File: src/design/dls_pkg.sv
`timescale 1ns / 1ps
`default_nettype none

package dls_pkg;

  localparam int NUM_LEVELS_DEF = 256;
  localparam int PWM_BITS_DEF   = 10;

  localparam int LEVEL_W     = 8;
  localparam int PWM_FIELD_W = 10;
  localparam int ADDR_W      = LEVEL_W + 1;  // level index plus one, for step up past the top

  localparam logic [2:0] MODE_TOGGLE   = 3'd0;
  localparam logic [2:0] MODE_UP       = 3'd1;
  localparam logic [2:0] MODE_DOWN     = 3'd2;
  localparam logic [2:0] MODE_SET      = 3'd3;
  localparam logic [2:0] MODE_WRITE    = 3'd4;
  localparam logic [2:0] MODE_REAPPLY  = 3'd5;
  localparam logic [2:0] MODE_DEFAULTS = 3'd6;

  localparam logic [1:0] ST_OK    = 2'd0;
  localparam logic [1:0] ST_RANGE = 2'd1;
  localparam logic [1:0] ST_MAX   = 2'd2;
  localparam logic [1:0] ST_OFF   = 2'd3;

  typedef struct packed {
    logic [2:0]             mode;
    logic                   set_on;
    logic [LEVEL_W-1:0]     set_level;
    logic [PWM_FIELD_W-1:0] set_pwm;
    logic                   pwm_given;
    logic [LEVEL_W-1:0]     table_index;
    logic [PWM_FIELD_W-1:0] table_value;
  } dls_in_t;

  typedef struct packed {
    logic [1:0]             status;
    logic                   light_on;
    logic [LEVEL_W-1:0]     light_level;
    logic [PWM_FIELD_W-1:0] light_pwm;
  } dls_out_t;

  // table access request from the sequencer
  typedef struct packed {
    logic              rd_en;
    logic [ADDR_W-1:0] rd_addr;
    logic              wr_en;
    logic [LEVEL_W-1:0] wr_addr;
  } dls_tbl_req_t;

endpackage

`default_nettype wire

File: src/design/dimmer_level_stepper_core.sv
`timescale 1ns / 1ps
`default_nettype none

// Dimmer level stepper: light state (on flag, level, PWM duty) plus a table
// of PWM duty per level, driven one command word at a time.
//
// Command channel: a word in cmd is taken at a rising edge with start high
// and busy low. busy stays high until the command is finished.
// Result channel: done is high for exactly one cycle; result then holds the
// status and the light state after the command. There is no back pressure,
// the receiver must take the word in that cycle.
// Config channel: cfg_data (off level) is written when cfg_valid and
// cfg_ready are both high; cfg_ready follows !busy.
// Toggle, table write, unused code and step down while off finish straight
// from the accept edge; commands with one table read pass through S_RD and
// S_EVAL; set-with-PWM and re-apply that miss the exact match walk the table
// one entry per cycle through the single table read port, then read the duty
// of the chosen level. One command is in flight at a time; a new one may
// start in the cycle done is shown.
// Reset: light off, level 0, duty 0, off level 0. Table entries carry valid
// flags cleared by reset, so the table reads as all zero at once; there is
// no clearing pass.
module dimmer_level_stepper_core import dls_pkg::*; #(
  parameter int NUM_LEVELS = NUM_LEVELS_DEF,
  parameter int PWM_BITS   = PWM_BITS_DEF
) (
  input  wire logic               clk,
  input  wire logic               rst,
  input  wire logic               start,
  output logic                    busy,
  input  wire dls_in_t            cmd,
  output logic                    done,
  output dls_out_t                result,
  input  wire logic               cfg_valid,
  output logic                    cfg_ready,
  input  wire logic [LEVEL_W-1:0] cfg_data
);

  logic [LEVEL_W-1:0]  off_level;
  dls_tbl_req_t        tbl_req;
  logic [PWM_BITS-1:0] tbl_wdata;
  logic [PWM_BITS-1:0] tbl_rdata;

  // config is only written between commands
  assign cfg_ready = !busy;

  always_ff @(posedge clk) begin
    if (rst) begin
      off_level <= '0;
    end else if (cfg_valid && cfg_ready) begin
      off_level <= cfg_data;
    end
  end

  // sequencer with the shared compare unit and the light state
  dls_ctrl #(
    .NUM_LEVELS (NUM_LEVELS),
    .PWM_BITS   (PWM_BITS)
  ) u_ctrl (
    .clk       (clk),
    .rst       (rst),
    .start     (start),
    .cmd       (cmd),
    .off_level (off_level),
    .busy      (busy),
    .done      (done),
    .result    (result),
    .tbl_req   (tbl_req),
    .tbl_wdata (tbl_wdata),
    .tbl_rdata (tbl_rdata)
  );

  // level table: RAM with per-entry valid flags, one read and one write per cycle
  dls_table #(
    .NUM_LEVELS (NUM_LEVELS),
    .PWM_BITS   (PWM_BITS)
  ) u_table (
    .clk   (clk),
    .rst   (rst),
    .req   (tbl_req),
    .wdata (tbl_wdata),
    .rdata (tbl_rdata)
  );

endmodule

`default_nettype wire

File: src/design/dls_ram.sv
`timescale 1ns / 1ps
`default_nettype none

module dls_ram #(
  parameter int WIDTH = 10,
  parameter int DEPTH = 256
) (
  input  wire logic                     clk,
  input  wire logic                     we,
  input  wire logic [$clog2(DEPTH)-1:0] waddr,
  input  wire logic [WIDTH-1:0]         wdata,
  input  wire logic                     re,
  input  wire logic [$clog2(DEPTH)-1:0] raddr,
  output logic      [WIDTH-1:0]         rdata
);

  logic [WIDTH-1:0] mem [DEPTH];

  always_ff @(posedge clk) begin
    if (we) begin
      mem[waddr] <= wdata;
    end
    if (re) begin
      rdata <= mem[raddr];
    end
  end

endmodule

`default_nettype wire

File: src/design/dls_table.sv
`timescale 1ns / 1ps
`default_nettype none

module dls_table import dls_pkg::*; #(
  parameter int NUM_LEVELS = NUM_LEVELS_DEF,
  parameter int PWM_BITS   = PWM_BITS_DEF
) (
  input  wire logic                clk,
  input  wire logic                rst,
  input  wire dls_tbl_req_t        req,
  input  wire logic [PWM_BITS-1:0] wdata,
  output logic      [PWM_BITS-1:0] rdata
);

  localparam int AW = $clog2(NUM_LEVELS);

  logic [NUM_LEVELS-1:0] valid;
  logic                  rd_zero;
  logic                  wr_in_range;
  logic                  rd_in_range;
  logic [PWM_BITS-1:0]   ram_q;

  assign wr_in_range = {1'b0, req.wr_addr} < ADDR_W'(NUM_LEVELS);
  assign rd_in_range = req.rd_addr < ADDR_W'(NUM_LEVELS);

  // an entry never written reads as zero; out of range reads as zero
  always_ff @(posedge clk) begin
    if (rst) begin
      valid   <= '0;
      rd_zero <= 1'b1;
    end else begin
      if (req.wr_en && wr_in_range) begin
        valid[req.wr_addr[AW-1:0]] <= 1'b1;
      end
      if (req.rd_en) begin
        rd_zero <= rd_in_range ? !valid[req.rd_addr[AW-1:0]] : 1'b1;
      end
    end
  end

  dls_ram #(
    .WIDTH (PWM_BITS),
    .DEPTH (NUM_LEVELS)
  ) u_ram (
    .clk   (clk),
    .we    (req.wr_en && wr_in_range),
    .waddr (req.wr_addr[AW-1:0]),
    .wdata (wdata),
    .re    (req.rd_en),
    .raddr (req.rd_addr[AW-1:0]),
    .rdata (ram_q)
  );

  assign rdata = rd_zero ? '0 : ram_q;

endmodule

`default_nettype wire

File: src/design/dls_ctrl.sv
`timescale 1ns / 1ps
`default_nettype none

module dls_ctrl import dls_pkg::*; #(
  parameter int NUM_LEVELS = NUM_LEVELS_DEF,
  parameter int PWM_BITS   = PWM_BITS_DEF
) (
  input  wire logic                clk,
  input  wire logic                rst,
  input  wire logic                start,
  input  wire dls_in_t             cmd,
  input  wire logic [LEVEL_W-1:0]  off_level,
  output logic                     busy,
  output logic                     done,
  output dls_out_t                 result,
  output dls_tbl_req_t             tbl_req,
  output logic      [PWM_BITS-1:0] tbl_wdata,
  input  wire logic [PWM_BITS-1:0] tbl_rdata
);

  localparam int AW = $clog2(NUM_LEVELS);

  localparam logic [1:0] S_IDLE = 2'd0;
  localparam logic [1:0] S_RD   = 2'd1;
  localparam logic [1:0] S_EVAL = 2'd2;
  localparam logic [1:0] S_WALK = 2'd3;

  // what to do with the word read in S_EVAL
  localparam logic [1:0] K_TAKE  = 2'd0;
  localparam logic [1:0] K_CHECK = 2'd1;
  localparam logic [1:0] K_MATCH = 2'd2;

  logic [1:0]          state;
  logic [1:0]          kind;
  logic [1:0]          fail_status;
  logic                arg_on;
  logic [ADDR_W-1:0]   arg_level;
  logic [PWM_BITS-1:0] arg_pwm;
  logic                found_on;
  logic [LEVEL_W-1:0]  found_level;
  logic [AW-1:0]       walk_idx;
  logic                is_on;
  logic [LEVEL_W-1:0]  cur_level;
  logic [PWM_BITS-1:0] cur_pwm;
  logic [1:0]          status;

  // shared compare unit: table word against the reference duty
  logic d_zero, d_eq, d_gt, qualifies, walk_last;

  assign d_zero    = (tbl_rdata == '0);
  assign d_eq      = (tbl_rdata == arg_pwm);
  assign d_gt      = (tbl_rdata > arg_pwm);
  assign qualifies = !d_zero && !d_gt;
  assign walk_last = (walk_idx == AW'(NUM_LEVELS - 1));

  assign busy = (state != S_IDLE);

  always_comb begin
    tbl_req.rd_en   = 1'b0;
    tbl_req.rd_addr = arg_level;
    tbl_req.wr_en   = (state == S_IDLE) && start && (cmd.mode == MODE_WRITE);
    tbl_req.wr_addr = cmd.table_index;
    unique case (state)
      S_RD: begin
        tbl_req.rd_en = 1'b1;
      end
      S_EVAL: begin
        tbl_req.rd_en   = (kind == K_MATCH) && !d_eq;
        tbl_req.rd_addr = '0;
      end
      S_WALK: begin
        tbl_req.rd_en   = qualifies && !walk_last;
        tbl_req.rd_addr = ADDR_W'(walk_idx) + ADDR_W'(1);
      end
      default: begin
        tbl_req.rd_en = 1'b0;
      end
    endcase
  end

  assign tbl_wdata = PWM_BITS'(cmd.table_value);

  always_ff @(posedge clk) begin
    if (rst) begin
      state     <= S_IDLE;
      done      <= 1'b0;
      is_on     <= 1'b0;
      cur_level <= '0;
      cur_pwm   <= '0;
      status    <= ST_OK;
    end else begin
      done <= 1'b0;
      unique case (state)
        S_IDLE: begin
          if (start) begin
            status <= ST_OK;
            unique case (cmd.mode)
              MODE_TOGGLE: begin
                is_on <= !is_on;
                done  <= 1'b1;
              end
              MODE_UP: begin
                arg_on <= 1'b1;
                state  <= S_RD;
                if (!is_on) begin
                  arg_level <= '0;
                  kind      <= K_TAKE;
                end else begin
                  arg_level   <= {1'b0, cur_level} + ADDR_W'(1);
                  kind        <= K_CHECK;
                  fail_status <= ST_MAX;
                end
              end
              MODE_DOWN: begin
                if (!is_on) begin
                  status <= ST_OFF;
                  done   <= 1'b1;
                end else begin
                  kind  <= K_TAKE;
                  state <= S_RD;
                  if (cur_level == '0) begin
                    arg_on    <= 1'b0;
                    arg_level <= {1'b0, off_level};
                  end else begin
                    arg_on    <= 1'b1;
                    arg_level <= {1'b0, cur_level - LEVEL_W'(1)};
                  end
                end
              end
              MODE_SET: begin
                arg_on      <= cmd.set_on;
                arg_level   <= {1'b0, cmd.set_level};
                arg_pwm     <= PWM_BITS'(cmd.set_pwm);
                kind        <= cmd.pwm_given ? K_MATCH : K_CHECK;
                fail_status <= ST_RANGE;
                state       <= S_RD;
              end
              MODE_REAPPLY: begin
                arg_on    <= is_on;
                arg_level <= {1'b0, cur_level};
                arg_pwm   <= cur_pwm;
                kind      <= K_MATCH;
                state     <= S_RD;
              end
              MODE_DEFAULTS: begin
                arg_on    <= 1'b0;
                arg_level <= {1'b0, off_level};
                kind      <= K_TAKE;
                state     <= S_RD;
              end
              default: begin
                // table write (issued combinationally) and the unused code
                done <= 1'b1;
              end
            endcase
          end
        end
        S_RD: begin
          state <= S_EVAL;
        end
        S_EVAL: begin
          unique case (kind)
            K_MATCH: begin
              if (d_eq) begin
                is_on     <= arg_on;
                cur_level <= arg_level[LEVEL_W-1:0];
                cur_pwm   <= arg_pwm;
                done      <= 1'b1;
                state     <= S_IDLE;
              end else begin
                // walk starts at entry 0, read issued this cycle
                found_on    <= 1'b0;
                found_level <= off_level;
                walk_idx    <= '0;
                state       <= S_WALK;
              end
            end
            K_CHECK: begin
              if (d_zero) begin
                status <= fail_status;
              end else begin
                is_on     <= arg_on;
                cur_level <= arg_level[LEVEL_W-1:0];
                cur_pwm   <= tbl_rdata;
              end
              done  <= 1'b1;
              state <= S_IDLE;
            end
            default: begin
              is_on     <= arg_on;
              cur_level <= arg_level[LEVEL_W-1:0];
              cur_pwm   <= tbl_rdata;
              done      <= 1'b1;
              state     <= S_IDLE;
            end
          endcase
        end
        S_WALK: begin
          if (qualifies) begin
            found_on    <= arg_on;
            found_level <= LEVEL_W'(walk_idx);
            if (walk_last) begin
              arg_level <= ADDR_W'(walk_idx);
              kind      <= K_TAKE;
              state     <= S_RD;
            end else begin
              walk_idx <= walk_idx + AW'(1);
            end
          end else begin
            // final read fetches the duty of the chosen level
            arg_on    <= found_on;
            arg_level <= {1'b0, found_level};
            kind      <= K_TAKE;
            state     <= S_RD;
          end
        end
        default: begin
          state <= S_IDLE;
        end
      endcase
    end
  end

  assign result.status      = status;
  assign result.light_on    = is_on;
  assign result.light_level = cur_level;
  assign result.light_pwm   = PWM_FIELD_W'(cur_pwm);

endmodule

`default_nettype wire

File: config.mk
export PLATFORM = sky130hd
export DESIGN_NAME = dimmer_level_stepper_core
export DESIGN_NICKNAME = d
export VERILOG_FILES = /design/src/design/dls_pkg.sv /design/src/design/dimmer_level_stepper_core.sv /design/src/design/dls_ram.sv /design/src/design/dls_table.sv /design/src/design/dls_ctrl.sv
export SDC_FILE = /design/constraint.sdc
export NUM_CORES = 2
export LEC_CHECK = 0
export ABC_AREA = 1
export BUFFER_PORTS_ARGS = -buffer_cell sky130_fd_sc_hd__buf_2
export CAP_MARGIN = 10
export CELL_PAD_IN_SITES_DETAIL_PLACEMENT = 1
export CELL_PAD_IN_SITES_GLOBAL_PLACEMENT = 2
export CORE_ASPECT_RATIO = 1.2
export CORE_MARGIN = 2
export CORE_UTILIZATION = 49
export CTS_BUF_LIST = sky130_fd_sc_hd__clkbuf_4
export DETAILED_ROUTE_END_ITERATION = 7
export PLACE_DENSITY_LB_ADDON = 0.05
export REMOVE_ABC_BUFFERS = 1
export SETUP_SLACK_MARGIN = 0.2
export SKIP_LAST_GASP = 1
export SLEW_MARGIN = 40
export SYNTH_ARGS = -nofsm -noshare
export SYNTH_HDL_FRONTEND = slang
export SYNTH_SLANG_ARGS = --single-unit
File: constraint.sdc
create_clock -name clk -period 7.4 [get_ports clk]
set_input_delay 0.37 -clock clk [delete_from_list [all_inputs] [get_ports clk]]
set_output_delay 0.37 -clock clk [all_outputs]
set_load 0.01 [all_outputs]
# == Word level (Yosys, flattened, before mapping) ==
# Memory sizes are Yosys's and may differ from the RTL's. A register that Yosys moved wholly into a read port is not among the register bits.
# Index checks and enable logic that the tools add are counted.
# word_totals
register_bits,330
ramBits,2560
inputBits,53
out_inout_bits,24
elab_cells,174
n_memories,1
# classes
n_addsub,4
magnitude_cmp,5
eq_ne,30
n_mux,79
bitwise,2
n_reduce_logical,36
# mem_list
name,depth,word_bits,rd,rd_clocked_by_memory_dff,write_ports,line,source
u_table.u_ram.mem,256,10,1,1,1,dls_ram.sv:17,logic [WIDTH-1:0] mem [DEPTH];
# ops
op,count
OR 256 bit,1
two-way mux 8 bit,10
one-hot mux 8 bit (2 select lines),3
two-way mux 9 bit,5
one-hot mux 9 bit (5 select lines),1
one-hot mux 10 bit (2 select lines),2
one-hot mux 9 bit (2 select lines),2
two-way mux 2 bit,17
two-way mux 10 bit,3
two-way mux 1 bit,20
AND reduction 5 bit,4
"adder 8 x 1 -> 9 bit, second input constant",2
"less-than comparator 8 x 9 -> 1 bit, second input constant",2
one-hot mux 2 bit (2 select lines),4
AND reduction 4 bit,4
"inequality test 2 x 1 -> 1 bit, second input constant",6
one-hot mux 1 bit (2 select lines),6
AND reduction 6 bit,2
nonzero test 2 bit,6
equality test 10 bit,1
greater-than comparator 10 bit,1
logical NOT 10 bit,1
"inequality test 2 bit, second input constant",5
one-hot mux 2 bit (5 select lines),1
other kinds (26),47

# == Longest topological paths before layout ==
# logic_depth
word_depth,6
ltp_mapped,21
mapped_depth_nobuf,17

# == Hierarchy ==
# Synthesis repeated with hierarchy kept, for this count alone.
# unflattened
cells_unflattened,10817
hier_area_um2,119145.5
# modules_own_cells
mod,instances,cells_each,area_each_um2,seq_area_each_um2
dls_ram,1,8656,103818.3,77174.0
dls_table,1,1526,10681.5,5144.9
dls_ctrl,1,582,4291.6,1711.6
dimmer_level_stepper_core,1,53,354.1,160.2

# == Least setup slack after synthesis ==
# OpenSTA, ideal clock, no wires.
# synth_path
path_kind,register -> register
startpoint,reg u_table.rd_zero
endpoint,"reg u_ctrl.walk_idx[0], enable pin"
setup_ns,0.330
arrival_time_ns,2.718
required_ns,7.070
slack_ns,4.352
stages_incl_launch_ff,14
path_buffers,1
period_less_slack_ns,3.048
path_cell_list,dfxtp_1 buf_2 nor2_1 ha_1 nand2_1 nor2_1 nand4_1 nand3b_1 nand2_1 nand2_1 nand2_1 clkinv_1 nor3_1 o21a_1
# synth_via
elab_chain_len,6
elab_cells_between_ends,10
cone_classes,order compare (1); eq/ne (3); mux (1); reduce/logical (5)
# synth_rtl
item,line,source
start: declaration,dls_table.sv:18,logic rd_zero;
start signal: assignment,dls_table.sv:36,rd_zero <= rd_in_range ? !valid[req.rd_addr[AW-1:0]] : 1'b1;
two-way mux 10 bit *,dls_table.sv:54,assign rdata = rd_zero ? '0 : ram_q;
greater-than comparator 10 bit / logical NOT 10 bit (equally long branches),"dls_ctrl.sv:52, dls_ctrl.sv:50",
logical NOT 1 bit,dls_ctrl.sv:53,assign qualifies = !d_zero && !d_gt;
logical AND 1 bit,dls_ctrl.sv:53,
inequality test 2 x 1 -> 1 bit (no source line),-,
AND reduction 6 bit (no source line) *,-,
end signal: assignment,dls_ctrl.sv:207,walk_idx <= walk_idx + AW'(1);
end: declaration,dls_ctrl.sv:41,logic [AW-1:0] walk_idx;
# Every way passes the cells marked *; elsewhere a longest branch is shown, timed or not.
# A chain may end at the register's enable or synchronous reset.

# == Worst setup path after layout ==
# layout_path
startpoint,reg u_ctrl.state[1]
endpoint,"reg u_table.u_ram.rdata[4], read port of u_table.u_ram.mem, data pin"
# layout_via
elab_chain_len,2
elab_cells_between_ends,5
cone_classes,eq/ne (3); mux (2)
# layout_rtl
item,line,source
start: declaration,dls_ctrl.sv:33,logic [1:0] state;
start signal: assignment,dls_ctrl.sv:85,state <= S_IDLE;
start signal: assignment,dls_ctrl.sv:104,state <= S_RD;
start signal: assignment,dls_ctrl.sv:120,state <= S_RD;
equality test 2 bit / equality test 2 x 1 -> 1 bit (equally long branches),dls_ctrl.sv:63,unique case (state)
one-hot mux 1 bit (3 select lines) / one-hot mux 9 bit (2 select lines) (equally long branches),dls_ctrl.sv:63,
end: declaration,dls_ram.sv:14,output logic [WIDTH-1:0] rdata
# Parallel ways exist; a longest one is shown, timed or not.

==> out/metrics.yaml <==
status:
  status: "complete, no violations"
timing:
  worst_pin_slew_ns: 1.26
  hold_viol_final: 0
  rsz0062_at_grt: "false"
  min_period_ns: 5.39
  fmax_mhz: 185
  report.final.slew_viol_count: 0
  skew_ns: 0.0762
  finalCritPeriodShare_pct: 72.9
  fin_hold_ws_ns: 0.107
  setup_viol: 0
  slew_headroom_pct: 16.0
synthesis:
  ys_seq_area_share_pct: 72.3
  synth_seq_cells: 2900
  syn_inst: 9865
  synth_cell_types: 44
  synth_area_mm2: 0.116
  syn_avg_cell_area_um2: 11.8
  synth_edf_count: 2611
  synthArstFlopShare_pct: 0
  yosys_warnings: 0
  ys.flop_type: "edfxtp_1"
worst_setup_path:
  critPathRequiredTime_ns: 8.64
  start_kind: "register"
  reg2regPathDepth: 14
  crit_slowest_cell: "ha_1"
  end_kind: "register"
  worst_ep_arrival_time_ns: 6.64
  cp_top_family: "simple AND/OR/NAND/NOR gates"
  worstPathMaxFanout: 115
  cpMostUsedCell: "nand3_1"
  crit_type: "register to register"
  crit_cells: 14
  max_stage_delay_ns: 0.75
  path_cells: "ha_1 -> nor2_8 -> nand2_1 -> nand2_8 -> inv_12 -> buf_12 -> o21ai_0 -> o221ai_1 -> o211ai_1 -> nand3_1 -> nand3_1 -> nand3_1 -> nand3_1 -> nand2_1"
  cp_num_buf_inv: 2
floorplanning:
  start_util_pct: 49.2
  die_x_um: 449
  die_h_um: 538
  io_pins: 77
  core.rowCount: 196
  core_area_mm2: 0.237
  die-area_mm2: 0.242
finish:
  fin_nets: 10300
  syn_to_final_growth_pct: 12.7
  drive_above_1_share_pct: 15.7
  mostFrequentLayoutCells: "edfxtp_1 (2611), nor2_1 (1984), o21ai_0 (1276)"
  fillCellCount: 24600
  layout_commonest_cell: "edfxtp_1"
  finalInstanceArea_mm2: 0.131
detailed_routing:
  vias: 83600
  drt-total-wl_um: 392000
  drtIter0Drc: 7658
  final_antenna_net_count: 0
  first_pass_iters: 5
  wire_per_inst_um: 28.0
  drcViolationCount: 0
  vias_per_cell: 5.97
power:
  ir_worst_vdd_mv: 0.480
  power.density_mw_per_mm2: 397
  cellLeakagePower_nw: 43.7
grt:
  grt.overflow.total: 0
  track_usage_pct: 31.8
  grt_start_max_net_pins: 192
  antenna_found_initial: 18
  grt_pass1_wl_um: 569000
  grt_pass1_vias: 85500
clocking:
  cts_root_buffer: "clkbuf_4"
  cts_tree: "done"
  worstSkewPairLatency_ns: 1.38
  clk_pin_slew_ns: 0.07
  post_cts_buffers: 0
  clock_sinks: 2900
  htree_num_levels: 6
  ctsLongestPathBuffers: 4
  cts_buffers: 719
place:
  portBuffers: 76
  dp.final_hpwl_um: 216000
  globalplace.congestion: 0.868
  dpl_cell_area_mm2: 0.120
worst_hold_path:
  holdPathStages: 6
  hold_path_class: "input pin to register"
job:
  drv_cap: 0
## through the flow
stage	utilization (%)	power [mW]	setup slack, ns	TNS, ns	instances
floorplan	-	30.1	-23.04	-252.93	9166
global placement	50.4	37.7	2.00	0	12500
detailed placement	50.8	38.2	2.02	0	12600
CTS	55.3	52.1	2.00	0	14000
global route	55.4	54.6	1.69	0	14000
finish	55.4	52.1	2.01	0	14000
## state kept, by name (all words and copies together) (netlist names), 9 cells and up
register and count:
u_table.u_ram.rdata 10, u_ctrl.arg_pwm 10, u_ctrl.cur_pwm 10, u_table.valid 256, u_table.u_ram.mem 2560, u_ctrl.arg_level 9
## worst register-to-register path, delay by kind of cell, from the launching register on
family,cells,cell delay (ns)
compound gates,3,0.91
simple gates,8,1.92
buf+inv,2,1.24
flops,1,0.43
fa+ha+maj,1,0.75
## cells by family (layout without fill, tap and decap cells)
group	count (synthesis)	in the layout	synth area share, %
adders and majority gates	17	17	0.183
buffers and inverters	916	1876	3.33
xor gates and xnor gates	8	8	0.0602
DFF	2900	2900	72.3
and+or+nand+nor	3706	3706	12.7
AOI/OAI and AO/OA	2318	2318	11.4
other	0	10	0
## metal layers
| layer | wire (µm) | vias up | GRT usage, % |
|---|---|---|---|
| met5 | 81 | - | 0 |
| met4 | 12800 | 10 | 11.4 |
| met3 | 27500 | 611 | 5.42 |
| met2 | 190000 | 3063 | 52.7 |
| met1 | 162000 | 43100 | 42.4 |
| li1 | - | 36800 | - |
## final cells by class
class	count	area [µm²]	area share, %
multi-input combinational	6049	29200	22.2
timing repair buffer	343	3610	2.75
inverter	217	860	0.655
clock inverter	195	1060	0.809
antenna	10	25.0	0.0191
sequential	2900	84200	64.1
tap	3168	3960	3.02
clock buffer	1121	8420	6.41
## Yosys cell counts (20+ instances only)
| cell type | n | area share (%) |
|---|---|---|
| edfxtp_1 | 2611 | 67 |
| nor2_1 | 2224 | 7.2 |
| o21ai_0 | 1276 | 5.5 |
| nand2_1 | 800 | 2.6 |
| nand3_1 | 648 | 2.8 |
| o211ai_1 | 438 | 2.8 |
| clkbuf_1 | 414 | 1.3 |
| o22ai_1 | 352 | 1.9 |
| dfxtp_1 | 289 | 5.0 |
| buf_2 | 222 | 0.95 |
| inv_1 | 209 | 0.67 |
| o21ai_1 | 106 | 0.46 |
| a21oi_1 | 90 | 0.39 |
| buf_1 | 31 | 0.10 |
| buf_4 | 21 | 0.14 |
| o21bai_1 | 20 | 0.13 |
## power breakdown
part           switching [mW]  total, mW  internal (mW)
combinational            15.0       20.0           5.01
clock                    6.59       13.9           7.26
sequential              0.151       18.2           18.0
total                    21.8       52.1           30.3
## what timing repair did
item / in CTS / in global routing
hold buffers: 111 / 3
resized for setup: 0 / 0
endpoints found under the hold margin: 2211 / 44
## worst paths after layout
kind                                          endpoint         startpoint  slack [ns]
worst min register to register       u_table.valid[42]  u_table.valid[42]        0.47
worst max register to register  u_table.u_ram.rdata[4]    u_ctrl.state[1]        2.01
worst min-delay path               u_ctrl.arg_level[2]            cmd[31]        0.11
worst max-delay path            u_table.u_ram.rdata[4]    u_ctrl.state[1]        2.01
No activity file was read; power rests on OpenSTA's default activity.
